===== src/hdl/smre_axis.sv =====
`default_nettype none
// ----------------------------------------------------------------------------
// Report axis unit
// Saturating accumulate of one movement delta and clip to 127 counts.
// ----------------------------------------------------------------------------
module smre_axis #(
  parameter int ACCUM_WIDTH = 16
) (
  input  wire signed [ACCUM_WIDTH-1:0] acc,
  input  wire signed [7:0]             delta,
  input  wire                          add_en,
  output logic signed [ACCUM_WIDTH-1:0] acc_next,
  output logic [6:0]                   mag,
  output logic                         neg
);

  localparam int AW = ACCUM_WIDTH;
  localparam logic signed [AW:0] SUM_HI = {2'b00, {(AW-1){1'b1}}};
  localparam logic signed [AW:0] SUM_LO = {2'b11, {(AW-1){1'b0}}};
  localparam logic signed [AW-1:0] CLIP_POS = AW'(127);
  localparam logic signed [AW-1:0] CLIP_NEG = -CLIP_POS;

  logic signed [AW:0]   sum;
  logic signed [AW-1:0] sat;
  logic signed [AW-1:0] negated;

  always_comb begin
    sum = {acc[AW-1], acc};
    if (add_en) begin
      sum = {acc[AW-1], acc} + {{(AW-7){delta[7]}}, delta};
    end
    if (sum > SUM_HI) begin
      sat = SUM_HI[AW-1:0];
    end else if (sum < SUM_LO) begin
      sat = SUM_LO[AW-1:0];
    end else begin
      sat = sum[AW-1:0];
    end
    negated = -sat;
    if (sat == '0) begin
      acc_next = '0;
      mag      = 7'd0;
      neg      = 1'b0;
    end else if (sat < CLIP_NEG) begin
      acc_next = sat + CLIP_POS;
      mag      = 7'h7f;
      neg      = 1'b1;
    end else if (sat > CLIP_POS) begin
      acc_next = sat - CLIP_POS;
      mag      = 7'h7f;
      neg      = 1'b0;
    end else if (sat[AW-1]) begin
      acc_next = '0;
      mag      = negated[6:0];
      neg      = 1'b1;
    end else begin
      acc_next = '0;
      mag      = sat[6:0];
      neg      = 1'b0;
    end
  end

endmodule : smre_axis
`default_nettype wire


===== config.mk =====
export PLATFORM = sky130hd
export DESIGN_NAME = smre_axis
export DESIGN_NICKNAME = d
export VERILOG_FILES = /design/src/hdl/smre_axis.sv
export SDC_FILE = /design/constraint.sdc
export NUM_CORES = 1
export LEC_CHECK = 0
export BUFFER_PORTS_ARGS = -buffer_cell sky130_fd_sc_hd__clkbuf_2
export CORE_UTILIZATION = 60
export DETAILED_ROUTE_END_ITERATION = 16
export PLACE_DENSITY = 0.87
export SYNTH_ARGS = -nofsm -noshare
export SYNTH_HDL_FRONTEND = slang
export SYNTH_SLANG_ARGS = --single-unit

===== constraint.sdc =====
create_clock -name vclk -period 13.1
set_input_delay 1.31 -clock vclk [all_inputs]
set_output_delay 1.31 -clock vclk [all_outputs]
set_load 0.02 [all_outputs]

# Yosys cells after proc, flatten, opt, wreduce, memory -nomap -nowiden

Cells that the tools add are included.
Widths: inputs -> output; s select.

Input port bits: 25
Output and inout bits: 24
Logic and storage cells: 23
Register bits after elaboration: 0

$lt $le $gt $ge: 4
Multiplexer cells: 14
Add/sub/neg operators: 4
Reductions and logical operators: 1

Operators by type and width:

| kind                  | count |
|---|---|
| $mux 16               | 5 |
| $mux 7                | 4 |
| $add 16x8->17         | 1 |
| $gt 17x16->1 const B  | 1 |
| $lt 17x16->1 const B  | 1 |
| $mux 17               | 1 |
| $add 16x8->16 const B | 1 |
| $gt 16x8->1 const B   | 1 |
| $logic_not 16->1      | 1 |
| $lt 16x8->1 const B   | 1 |
| $sub 16x8->16 const B | 1 |
| $neg 7->7             | 1 |
| $mux 1                | 4 |

# Logic depth before layout (Yosys ltp)

Depth after elaboration: 10
Mapped depth: 19
Gate-level depth less buffers: 18

# Least setup slack after synthesis

OpenSTA, ideal clock, no wires.

Kind: input to output
Start: input port acc[0]
End: output port acc_next[12]
Required time: 11790 ps
Buffers on the path: 1
Arrival: 5158 ps
Stages on the path: 19
Path slack: 6632 ps
Path through: ha_1 -> inv_1 -> fa_1 -> and2b_1 -> o31a_1 -> o21ai_2 -> o211ai_2 -> nand2_1 -> maj3_1 -> mux2i_1 -> inv_1 -> ha_1 -> inv_1 -> nor4_4 -> nor4_2 -> a21o_1 -> buf_6 -> mux2i_1 -> mux2i_1

Cells in the longest elaborated chain, start to end: 9
Elaborated cells between the ends (all ways): 14
Those cells by class: 3 x add/sub; 4 x order compare; 6 x mux; 1 x reduce/logical

Ends and longest elaborated chain:

| what                                                | line   | text |
|---|---|---|
| start, declared                                     | 9      | `input wire signed [ACCUM_WIDTH-1:0] acc,` |
| $add 16x8->17                                       | 30     | `sum = {acc[AW-1], acc} + {{(AW-7){delta[7]}}, delta};` |
| $mux 17 (*)                                         | 29     | `if (add_en) begin` |
| $lt 17x16->1                                        | 34     | `end else if (sum < SUM_LO) begin` |
| $mux 16                                             | 34     |  |
| $mux 16 (*)                                         | 32     | `if (sum > SUM_HI) begin` |
| $sub 16x8->16 / $gt 16x8->1 (equally long branches) | 49, 48 |  |
| $mux 16                                             | 48     | `end else if (sat > CLIP_POS) begin` |
| $mux 16                                             | 44     | `end else if (sat < CLIP_NEG) begin` |
| $mux 16 (*)                                         | 40     | `if (sat == '0) begin` |
| end, declared                                       | 12     | `output logic signed [ACCUM_WIDTH-1:0] acc_next,` |

Mark *: on every way between the ends. The rest lies on a longest branch, timed or not.

# Final worst setup path

Same ends and word-level chain as after synthesis.

==> impl_metrics.tcl <==
set metrics [dict create \
    outcome "finished clean" \
    final-max-slew-violation-count 0 \
    count_of_input_and_output_buffers 49 \
    postSynthCellCount 371 \
    power.ir.vdd_worst_mv 0.04857 \
    routed-wl-met2_um 3700 \
    dp_hpwl_um 6333 \
    post_cts_buffers 0 \
    placementRows 23 \
    synth.net_count 416 \
    grt_setup_unrepaired "false" \
    synth_area_leader_cell "sky130_fd_sc_hd__ha_1" \
    layout.area.seq_um2 0 \
    final_layout_size_suffix_gt1_share_pct 18.07 \
    layout.clock_buffers 0 \
    postCtsResizedCells 0 \
    synth_cell_types 70 \
    hold_viol_final 0 \
    total_standard_cell_area_after_synthesis_um2 2576 \
    worst-endpoint-required_ns 11.79 \
    critical_path.slowest_cell "sky130_fd_sc_hd__a21o_1" \
    remaining_drc_errors 0 \
    hp-class "in -> out" \
    num-nets-final 451 \
    crit_chain "clkbuf_2, ha_1, inv_1, fa_1, and2b_1, o31a_1, o21ai_2, o211ai_2, nand2_1, maj3_1, mux2i_1, inv_1, ha_1, inv_1, nor4_4, nor4_2, a21o_1, mux2i_1, mux2i_1, clkbuf_2" \
    tightest_slew_ns 1.250 \
    dr_total_vias 3124 \
    cts_hold_repair.buffers 0 \
    synth.most_common_cell "sky130_fd_sc_hd__a21oi_1" \
    crit_path_max_fanout 16 \
    seq_cells 0 \
    ioPinCount 49 \
    wl_met1_um 3538 \
    yosys-top-cells-count "sky130_fd_sc_hd__a21oi_1, sky130_fd_sc_hd__nand2_1, sky130_fd_sc_hd__o21ai_0" \
    timing.final.setup_violations 0 \
    crit_path_start_kind "input pin" \
    ys.warnings.count 0 \
    cellPowerDensity_nw_per_um2 79.87 \
    routed_wirelength_um 8031 \
    initial_antenna_violation_count 0 \
    drtIter0Drc 279 \
    finalPower_w 0.0002236 \
    routed.top_layer "met4" \
    synth-adder-area-share_pct 14.28 \
    drt_first_pass_iters 6 \
    maxCapViolCount 0 \
    simple_logic_cell_fraction_of_the_synthesized_area_pct 26.71 \
    multiplexer_share_of_the_synthesized_area_pct 4.371 \
    fmax_mhz 136.6 \
    postSynthAreaPerCell_um2 6.944 \
    antenna_cells_inserted 0 \
    period_share_pct 55.86 \
    wire_length_of_the_first_global_routing_pass_um 12990 \
    seq_area_frac_synth_pct 0 \
    synth_compound_gate_area_share_pct 39.44 \
    timing.critical_path.slowest_cell_delay_ns 0.54 \
    met3WireLength_um 550 \
    timing.setup.critical_path_class "in -> out" \
    kind_of_end_point_of_the_critical_path "primary output" \
    ys_top_cells_by_area "sky130_fd_sc_hd__ha_1, sky130_fd_sc_hd__a21oi_1, sky130_fd_sc_hd__nand2_1" \
    post_synth_xor_area_fraction_pct 9.179 \
    static-leakage-power_nw 1.173 \
    grt_start_max_net_pins 40 \
    globalRouteOverflowTotal 0 \
    netlist.area_leader.share_pct 9.228 \
    vias_per_cell 6.881 \
    floorplan.die_area_um2 4560 \
    grtUsageTotal_pct 35.95 \
    finalWorstPathRequiredPeriod_ns 7.318 \
    layout.filler_cells 368 \
    worstPathArrival_ns 6.01 \
    fp.dieH_um 67.53 \
    ant_nets 0 \
    wl_per_cell_um 17.69 \
    via_count_of_the_first_global_routing_pass 2815 \
    combinational_family_with_the_most_area_after_synthesis "compound AO/OA/AOI/OAI gates" \
    max-slew-margin-rel_pct 15.95 \
    floorplan.core_area_um2 4058 \
    final_core_utilization_pct 69.01 \
    die_width_um 67.53 \
    timing.setup.tns_ns 0 \
    initial_cell_density_of_the_core_pct 63.49 \
    place.gp.congestion 0.9637 \
    area_growth_pct 8.694 \
]
through the flow:
stage / instance area, um2 / worst slack [ns] / hold WS, ns / cells
after floorplan: 2576 / 6.632 / 2.893 / 371
after global placement: 2800 / 6.057 / 3.127 / 454
after detailed placement: 2800 / 5.835 / 3.132 / 454
after CTS: 2800 / 5.832 / 3.134 / 454
after global routing: 2800 / 5.420 / 3.160 / 454
final: 2800 / 5.782 / 3.124 / 454
path summary, 6_finish.rpt:
kind / slack, ns / from / cells after the start / to
worst max-delay path: 5.78 / acc[0] / 20 / acc_next[12]
worst min-delay path: 3.12 / acc[3] / 4 / mag[3]
cell usage in the layout, fill, tap and decap left out, types with 7 or more instances in the layout:
| master | instances |
|---|---|
| sky130_fd_sc_hd__a211oi_1 | 8 |
| sky130_fd_sc_hd__a21o_1 | 8 |
| sky130_fd_sc_hd__a21oi_1 | 35 |
| sky130_fd_sc_hd__a31oi_1 | 7 |
| sky130_fd_sc_hd__clkbuf_2 | 49 |
| sky130_fd_sc_hd__ha_1 | 19 |
| sky130_fd_sc_hd__inv_1 | 15 |
| sky130_fd_sc_hd__maj3_1 | 11 |
| sky130_fd_sc_hd__mux2i_1 | 9 |
| sky130_fd_sc_hd__nand2_1 | 34 |
| sky130_fd_sc_hd__nand3_1 | 8 |
| sky130_fd_sc_hd__nor2_1 | 22 |
| sky130_fd_sc_hd__nor2b_1 | 9 |
| sky130_fd_sc_hd__nor3_1 | 13 |
| sky130_fd_sc_hd__o21ai_0 | 24 |
| sky130_fd_sc_hd__o22ai_1 | 9 |
| sky130_fd_sc_hd__xnor2_1 | 14 |
| sky130_fd_sc_hd__xor2_1 | 13 |
where the power goes:
group | switching (W) | internal [W] | total, W | leakage, nW
sequential | 0 | 0 | 0 | 0
clock | 0 | 0 | 0 | 0
combinational | 0.000141 | 0.0000828 | 0.000224 | 1.17
critical path, delay by kind of cell:
kind / cells / cell delay, ns
AOI/OAI and AO/OA: 4 / 1.31
buffers and inverters: 5 / 0.59
and+or+nand+nor: 4 / 0.82
adders and majority gates: 4 / 1.20
muxes: 3 / 0.74
area by class of cell:
cell class	instances	area, um2	share of cell area, %
repair buffers	51	260.3	9.294
multi-input cells	338	2421	86.46
inverters	15	56.30	2.011
well taps	50	62.56	2.234
metal layers:
layer | vias up | GRT usage (%)
met5 | - | 0
met4 | 0 | 11.70
met3 | 30 | 2.534
met2 | 164 | 59.78
met1 | 1448 | 48.41
li1 | 1482 | -
kinds of logic (layout without fill, tap and decap cells):
group,count (synthesis),count (layout)
AOI/OAI and AO/OA,145,145
muxes,11,11
adders and majority gates,31,31
buffers and inverters,33,66
xor gates and xnor gates,27,27
and+or+nand+nor,124,124
(Power assumes the default switching activity.)
