$ cat src/hdl/smre_ram.sv
`default_nettype none
// ----------------------------------------------------------------------------
// Generic RAM
// Single write port and single read port with a registered read.
// ----------------------------------------------------------------------------
module smre_ram #(
  parameter int WIDTH = 8,
  parameter int DEPTH = 16
) (
  input  wire                     clk,
  input  wire                     wr_en,
  input  wire [$clog2(DEPTH)-1:0] wr_addr,
  input  wire [WIDTH-1:0]         wr_data,
  input  wire [$clog2(DEPTH)-1:0] rd_addr,
  output logic [WIDTH-1:0]        rd_data
);

  logic [WIDTH-1:0] mem [DEPTH];

  always_ff @(posedge clk) begin
    if (wr_en) begin
      mem[wr_addr] <= wr_data;
    end
    rd_data <= mem[rd_addr];
  end

endmodule : smre_ram
`default_nettype wire

$ cat config.mk
export PLATFORM = sky130hd
export DESIGN_NAME = smre_ram
export DESIGN_NICKNAME = d
export VERILOG_FILES = /design/src/hdl/smre_ram.sv
export SDC_FILE = /design/constraint.sdc
export NUM_CORES = 1
export LEC_CHECK = 0
export ABC_CLOCK_PERIOD_IN_PS = 5500
export BUFFER_PORTS_ARGS = -buffer_cell sky130_fd_sc_hd__buf_4
export CORE_MARGIN = 4
export CORE_UTILIZATION = 40
export CTS_CLUSTER_DIAMETER = 100
export DETAILED_ROUTE_END_ITERATION = 7
export SETUP_SLACK_MARGIN = 0.02
export SYNTH_ARGS = -nofsm -noshare
export SYNTH_HDL_FRONTEND = slang
export SYNTH_SLANG_ARGS = --single-unit
$ cat constraint.sdc
create_clock -name clk -period 5.5 [get_ports clk]
set_input_delay 1.375 -clock clk [delete_from_list [all_inputs] [get_ports clk]]
set_output_delay 1.375 -clock clk [all_outputs]
set_load 0.05 [all_outputs]
Word-level counts from Yosys, hierarchy flattened
Memory sizes are Yosys's and may differ from the RTL's. A register that Yosys moved wholly into a read port is not among the register bits.
Index checks and enable logic that the tools add are counted.
{"block": "op_classes", "mux": 2}
{"op": "two-way mux 1 bit", "n": 2}
{"block": "totals", "inputBits": 18, "reg_bits": 0, "n_memories": 1, "mem_bits_rw": 128, "elab_cells": 3, "out_inout_bits": 8}
{"memory": "mem", "depth": 16, "width": 8, "read_ports": 1, "rd_ports_with_merged_regs": 1, "wr": 1, "line_no": "18", "source": "logic [WIDTH-1:0] mem [DEPTH];"}

Depth between registers and ports, before layout
Gate-level depths: netlist (run 1).
{"block": "logic_depth", "ltp_word": 2, "depth_mapped": 5, "depth_no_buf": 3}

Worst setup path before layout (run 1)
Ideal clock, no wire load.
{"block": "synth_path", "path_kind": "input to register", "from": "input port wr_addr[2]", "to": "memory mem[0][0], enable pin", "n_path_buf": 0, "setup_ns": 0.383, "stages": 2, "path_slack_ns": 2.632, "required_time_ns": 5.117, "t_arrival_ns": 2.485, "path_cell_list": "or3b_2 -> nor3_1"}
{"item": "from (decl)", "line_no": "12", "source": "input wire [$clog2(DEPTH)-1:0] wr_addr,"}
{"item": "to (decl)", "line_no": "18"}
Straight into the memory's write port.

Worst setup path in the final report (run 1)
{"block": "layout_path", "from": "input port wr_addr[2]", "to": "memory mem[0][2], enable pin"}
Straight into the memory's write port.

==> key figures, run 1 <==
Final layout
  – Design area: roughly 6000 um2
  – Layout Cells excl Fill: 450
  – Ratio of cells with drive above 1 in the final layout: 28.1%
  – Most common cell after layout, fill and taps aside: edfxtp_1
  – Final Util: around 48%
  – Most frequent cells in the layout: edfxtp_1 (128), buf_4 (27), mux4_2 (18)
  – Ant. Diodes: 0
  – Area Overhead vs Synth: 17.5%
  – Nets: ~280

Floorplan
  – Starting Density: 40.8%
  – FP Rows: approximately 40
  – Total core area: around 13000 um2
  – Chip Height: approximately 120 um
  – Die X: between 100 and 150 um
  – Ports: 26
  – Area of the die: 14700 um2

STA
  – Final setup violating endpoints: 0
  – Setup TNS: 0 ns
  – RSZ-0062 raised after global routing: no
  – Peak Freq: approximately 350 MHz
  – Rel. slew slack: between 20% and 30%
  – Slew Limit Fails: 0
  – Minimum clock period: ~2.9 ns
  – Hold Worst Slack: 0.673 ns
  – Final Cycle Share: between 50 and 60%
  – Slew @ Worst Pin: approximately 1.2 ns
  – Final hold viol count: 0
  – Clk_skew: approximately 0.0076 ns
  – Final worst slack: 2.61 ns

Logic synthesis
  – Main synth FF type: edfxtp_1
  – Seq/Total Area, Yosys: between 70% and 80%
  – Post-synthesis cell type count: 19
  – Register bit total from synthesis: 136
  – Synth Cell Area: ~5100 um2
  – Synth warn: 0
  – Avg Cell Area, Syn: 22.5 um2
  – Syn nets: 247
  – Post-synth ARST share: 0%
  – Post-synth EDFFs: around 130
  – Syn Inst Count: 229

Clock network
  – Cts bufs inserted: 17
  – H-tree Lvls: 4
  – CTS Root Cell: clkbuf_16
  – CTS Hold Bufs: 0
  – Worst-path clk slew: about 0.060 ns
  – CTS Sinks: between 100 and 150
  – CTS-repair resized insts: 0
  – CTS tree: built
  – Setup bufs post-CTS: 0
  – Max clock buf depth: 2
  – Clk_lat worst skew: approximately 0.40 ns

Routing
  – DR pass1 iterations: 4
  – First DRT Iteration DRCs: roughly 220
  – Vias: 2334
  – Avg Vias per Cell: ~5.2
  – Routed len/inst: ~21 um
  – Detailed-route DRC error count: 0
  – Final ANT Viol Nets: 0
  – Routed wire length: approximately 9400 um

Setup path
  – Worst path required time: ~5.5 ns
  – Critical Path Source Type: primary input
  – CP endpoint kind: flip-flop
  – CP Class: primary input to flip-flop
  – Flop2flop setup slack: 4.10 ns
  – Max Fanout on Critical Path: 8
  – CP Data Arrival Time: between 2 and 3 ns

Global routing
  – Vias in the first global route: approximately 2.4k
  – Grt total ovfl: 0
  – Initial antenna violation count: 0
  – GRT Total Usage: roughly 14%
  – First-pass GRT wire length: 14600 um
  – Largest net degree at the start of global routing: 33

Power and ir drop
  – Overall power: 2.35 mW
  – Switching Fraction: a little over a fifth
  – Maximum vdd drop: 0.228 mV
  – Clock power frac: 44.8%
  – Comb power frac: 5.6%
  – P_leak: about 2 nW
  – P_int: about 1.8 mW
  – P_sw: just over 0.5 mW
  – Power density over the cells: around 400 nW/um2
  – Sequential Power Share: about half

Placement
  – Buffers on Ports: 25
  – Pre-CTS setup slack: roughly 2.2 ns
  – Cells after DPL: roughly 420
  – Post-DP HPWL: about 6000 um
  – Placed Area: 5480 um2
  – Final GP Congestion: 0.685

Outcome
  – Status: finished, final reports clean

Flow run
  – MaxCap Viol Count: 0

Hold path
  – HP Class: flip-flop to flip-flop
[final timing paths]
path	cells after the start	endpoint	startpoint
min reg2reg	3	rd_data[4]	mem[12][4]
max	3	mem[0][2]	wr_addr[2]
min	3	rd_data[4]	mem[12][4]
max reg2reg	3	rd_data[1]	mem[2][1]
[layout make-up]
class	instances	area, um2
Fill cell	1059	6570
Sequential cell	136	4000
Multi-Input combinational cell	83	1060
Clock buffer	19	443
Tap cell	172	215
Timing Repair Buffer	27	203
Clock inverter	13	121
[worst max-delay path, stage by stage]
cell	delay (ns)
buf_4	0.12
or3b_2	0.50
nor3_1	0.90
[synth_stat cells (2+ instances only)]
library cell | instances | share of area, %
a22oi_1 | 16 | 2.3
buf_2 | 3 | 0.29
buf_6 | 3 | 0.66
clkdlybuf4s25_2 | 3 | 0.58
dfxtp_1 | 8 | 3.1
edfxtp_1 | 128 | 75
mux4_1 | 14 | 7.1
mux4_2 | 18 | 7.9
nand2_1 | 9 | 0.66
nand2b_1 | 2 | 0.24
nand3b_1 | 2 | 0.29
nor2_1 | 13 | 0.95
nor3_1 | 4 | 0.39
[sequential cells by signal, indices dropped and copies added (netlist names)]
register / count
rd_data: 8
mem: 128
[routing by layer]
metal  global-route usage, %  part of all wire [%]  up-vias
met1                    18.7                    45     1208
met5                       0                     0        -
met4                    4.83                   1.2        0
li1                        -                     -     1045
met3                    3.59                   3.7       14
met2                    21.8                    50       67
[power by group through the flow]
stage | clock network, mW | registers, mW | logic (mW)
2_1_floorplan | 0 | 1.21 | 0.0588
3_3_place_gp | 0 | 1.19 | 0.131
3_5_place_dp | 0 | 1.19 | 0.133
4_1_cts | 1.07 | 1.16 | 0.133
5_1_grt | 1.12 | 1.17 | 0.140
6_report | 1.05 | 1.16 | 0.132
[logic make-up after synthesis]
family / share of synthesized area, %
buffers and inverters: 1.68
muxes: 15.0
DFF: 77.8
and+or+nand+nor: 3.18
AOI/OAI and AO/OA: 2.33
Note: power is estimated with default switching activity, not from simulation.
==> inputs of run 2 (changes only) <==
ABC_CLOCK_PERIOD_IN_PS = 2600   (was 5500)
clock period = 2.6 ns   (was 5.5 ns; I/O delays follow)
==> key figures, run 2 (synthesis results as in run 1) <==
Final layout
  – Ratio of cells with drive above 1 in the final layout: between 30% and 40%
  – Most common cell after layout, fill and taps aside: edfxtp_1
  – Final Util: between 40% and 50%
  – Largest register FFs: approximately 130
  – Layout Cells excl Fill: 466
  – Ant. Diodes: 0
  – Area Overhead vs Synth: 22.1%
  – Fill cells: 1033
  – Top Registers: mem x128, rd_data x8
  – Most frequent cells in the layout: edfxtp_1 (128), buf_4 (42), mux4_2 (18)
  – Nets: about 300
  – Biggest register: mem

Setup path
  – Flop2flop setup slack: 1.23 ns
  – Critical Path Source Type: primary input
  – CP Data Arrival Time: roughly 2 ns
  – FF-to-FF path depth: 3
  – CP endpoint kind: flip-flop
  – FF-to-FF End: rd_data[2]
  – Reg2reg start: mem[1][2]
  – CP Class: primary input to flip-flop
  – CP Launch Point: rd_addr[0]
  – Max Fanout on Critical Path: 17
  – Worst path required time: ~2.9 ns

STA
  – Final hold viol count: 0
  – Final setup violating endpoints: 0
  – Rel. slew slack: approximately half
  – Minimum clock period: around 1.7 ns
  – Setup TNS: 0 ns
  – Hold Worst Slack: approximately 0.55 ns
  – Final worst slack: 0.869 ns
  – Final Cycle Share: 66.6%
  – Peak Freq: 578 MHz
  – Slew @ Worst Pin: approximately 0.77 ns
  – RSZ-0062 raised after global routing: no
  – Clk_skew: roughly 0.0078 ns
  – Slew Limit Fails: 0

Clock network
  – CTS Hold Bufs: 0
  – H-tree Lvls: 4
  – Setup bufs post-CTS: 0
  – CTS Root Cell: clkbuf_16
  – Clk_lat worst skew: roughly 0.41 ns
  – Worst-path clk slew: ~0.060 ns
  – Max clock buf depth: 2
  – Cts bufs inserted: 17
  – CTS-repair resized insts: 0
  – CTS Sinks: 136
  – CTS tree: built

Floorplan
  – Starting Density: around 40%
  – Chip Height: 121 um
  – Total core area: approximately 13000 um2
  – Die X: about 120 um
  – Area of the die: around 15000 um2
  – Ports: 26
  – FP Rows: between 40 and 50

Flow run
  – MaxCap Viol Count: 0

Global routing
  – First-pass GRT wire length: ~15000 um
  – Grt total ovfl: 0
  – GRT Total Usage: around 14%
  – Largest net degree at the start of global routing: 33
  – Initial antenna violation count: 0
  – Vias in the first global route: roughly 2.4k

Routing
  – Vias: roughly 2.4k
  – Routed wire length: 9500 um
  – Detailed-route DRC error count: 0
  – First DRT Iteration DRCs: between 150 and 200
  – Final ANT Viol Nets: 0
  – Routed len/inst: between 20 and 25 um
  – DR pass1 iterations: 4
  – Avg Vias per Cell: around 5

Placement
  – Buffers on Ports: 25
  – Cells after DPL: approximately 430
  – Pre-CTS setup slack: 0.405 ns
  – Final GP Congestion: 0.746
  – Post-DP HPWL: ~6000 um

Hold path
  – Hold Path End: mem[10][0]
  – HP Start: wr_data[0]
  – Hold depth: 1
  – HP Class: primary input to flip-flop

Power and ir drop
  – Power density over the cells: 866 nW/um2
  – P_leak: 2.14 nW
  – Maximum vdd drop: about 0.48 mV

Outcome
  – Status: finished, final reports clean
run 2: cell types whose count changed in the layout (fill, tap and decap cells not counted), sizes merged:
cell and change:
clkbuf -1, buf +16, bufinv +5, clkinv +1
clkinvlp -4, inv -1
run 2: worst max-delay path by stage:
stage	endpoint	slack, ns	cells past startpoint
6_report	rd_data[4]	0.87	5
3_3_place_gp	rd_data[3]	0.42	5
5_1_grt	rd_data[4]	0.78	5
4_1_cts	rd_data[3]	0.85	5
2_1_floorplan	mem[0][0]	0.46	2
3_5_place_dp	rd_data[3]	0.40	5
run 2: where the power goes:
group	switching, mW	internal [mW]	total, mW
Sequential	0.0125	2.45	2.46
Combinational	0.175	0.112	0.287
Clock	0.884	1.81	2.69
Total	1.07	4.37	5.44
run 2: layout make-up:
| type | instances | area (um2) | share of cell area, % |
|---|---|---|---|
| Sequential cell | 136 | 4000 | 63.7 |
| Multi-Input combinational cell | 83 | 1060 | 16.8 |
| Clock buffer | 18 | 429 | 6.83 |
| Timing Repair Buffer | 43 | 335 | 5.33 |
| Clock inverter | 14 | 245 | 3.90 |
| Tap cell | 172 | 215 | 3.42 |
run 2: per-stage QoR:
stage	area (um2)	total power, mW
after floorplan	5150	2.68
after global placement	5610	2.80
after detailed placement	5610	2.80
after CTS	6290	5.49
after global routing	6290	5.62
final	6290	5.44
run 2: worst max-delay path: stages:
cell and delay, ns:
buf_4 0.28, buf_12 0.23, mux4_1 0.56, a22oi_1 0.22, nand2_1 0.08
run 2: routing by layer:
layer	vias to the layer above	share of wire [%]	track usage [%]
li1	1079	-	-
met1	1213	44	19.6
met2	60	49	21.6
met3	12	5.0	4.15
met4	0	1.5	6.09
met5	-	0	0
==> inputs of run 3 (changes only) <==
ABC_CLOCK_PERIOD_IN_PS = 1600   (was 2600)
clock period = 1.6 ns   (was 2.6 ns; I/O delays follow)
==> key figures, run 3 (synthesis results as in run 1) <==
Outcome
  – Status: finished, final reports clean

Final layout
  – Top Registers: mem x128, rd_data x8
  – Biggest register: mem
  – Area Overhead vs Synth: 22.8%
  – Design area: around 6300 um2
  – Most common cell after layout, fill and taps aside: edfxtp_1
  – Largest register FFs: about 130
  – Ant. Diodes: 0
  – Most frequent cells in the layout: edfxtp_1 (128), buf_4 (50), mux4_2 (18)
  – Ratio of cells with drive above 1 in the final layout: roughly 35%
  – Layout Cells excl Fill: approximately 480
  – Nets: just over 300

STA
  – Final hold viol count: 0
  – Final setup violating endpoints: 0
  – Slew Limit Fails: 0
  – Final Cycle Share: roughly 87%
  – Clk_skew: 0.00715 ns
  – Final worst slack: 0.201 ns
  – Peak Freq: 715 MHz
  – Slew @ Worst Pin: ~0.7 ns
  – Rel. slew slack: about 53%
  – Minimum clock period: 1.40 ns
  – RSZ-0062 raised after global routing: no

Clock network
  – Max clock buf depth: 2
  – Cts bufs inserted: 17
  – CTS-repair resized insts: 0
  – CTS Root Cell: clkbuf_16
  – CTS Hold Bufs: 0
  – Clk_lat worst skew: ~0.4 ns
  – Worst-path clk slew: 0.06 ns
  – CTS Sinks: 136
  – Setup bufs post-CTS: 0
  – H-tree Lvls: 4
  – CTS tree: built

Global routing
  – Initial antenna violation count: 0
  – Largest net degree at the start of global routing: 19
  – Vias in the first global route: between 2k and 3k
  – Grt total ovfl: 0
  – GRT Total Usage: between 10% and 20%
  – First-pass GRT wire length: 15000 um

Routing
  – Vias: between 2k and 2.5k
  – DR pass1 iterations: 4
  – Detailed-route DRC error count: 0
  – Final ANT Viol Nets: 0
  – First DRT Iteration DRCs: around 180
  – Routed len/inst: 19.9 um
  – Avg Vias per Cell: approximately 5
  – Routed wire length: approximately 9500 um

Floorplan
  – Chip Height: 121 um
  – Die X: approximately 120 um
  – Area of the die: about 15000 um2
  – Total core area: 12600 um2
  – FP Rows: 41
  – Starting Density: approximately 40%
  – Ports: 26

Flow run
  – MaxCap Viol Count: 0

Power and ir drop
  – P_leak: roughly 2.2 nW
  – Overall power: ~8.2 mW
  – Power density over the cells: between 1000 and 1500 nW/um2
  – Maximum vdd drop: 0.714 mV

Setup path
  – WP buf/inv: 1
  – Max Fanout on Critical Path: 1
  – CP Data Arrival Time: 1.00 ns
  – Max stage delay on crit path: 0.37 ns
  – CP endpoint kind: output pin
  – Slowest CP cell: dfxtp_1
  – Crit path cell chain: buf_4
  – CP Class: flip-flop to output pin
  – Critical Path Source Type: flip-flop
  – Worst path required time: ~1.2 ns
  – Family with the most delay on the worst path: flip-flops

Placement
  – Placed Area: 5750 um2
  – Buffers on Ports: 25
  – Pre-CTS setup slack: -0.188 ns
  – Final GP Congestion: 0.703
  – Cells after DPL: 445
  – Post-DP HPWL: 6320 um

Hold path
  – HP Class: primary input to flip-flop
run 3: layout make-up:
type,count,area (um2)
Sequential cell,136,4000
Fill cell,1046,6300
Tap cell,172,215
Clock buffer,19,453
Timing Repair Buffer,54,455
Clock inverter,13,120
Multi-Input combinational cell,83,1070
run 3: worst paths after layout:
check | startpoint | to | slack, ns | cells after the start
max reg2reg | mem[0][5] | rd_data[5] | 0.23 | 3
max | rd_data[7] | rd_data[7] | 0.20 | 1
min reg2reg | mem[15][1] | rd_data[1] | 0.68 | 3
min | wr_data[1] | mem[12][1] | 0.30 | 1
run 3: metrics by stage:
stage	hold slack [ns]	setup TNS, ns	utilization [%]
final	0.305	0	50.1
after global routing	0.306	0	50.1
after CTS	0.294	0	50.1
after global placement	0.649	-3.14	45.5
after floorplan	0.499	-1.98	-
after detailed placement	0.671	-3.53	45.5
run 3: metal layers:
layer	GRT usage, %	vias up	routed length (um)
li1	-	1098	-
met1	19.1	1253	4350
met2	22.3	47	4650
met3	3.92	6	363
met4	4.62	0	112
met5	0	-	0
run 3: power breakdown:
group	switching [mW]	internal [mW]
clock network	1.44	2.23
registers	0.0243	3.98
logic	0.289	0.205
total	1.75	6.42
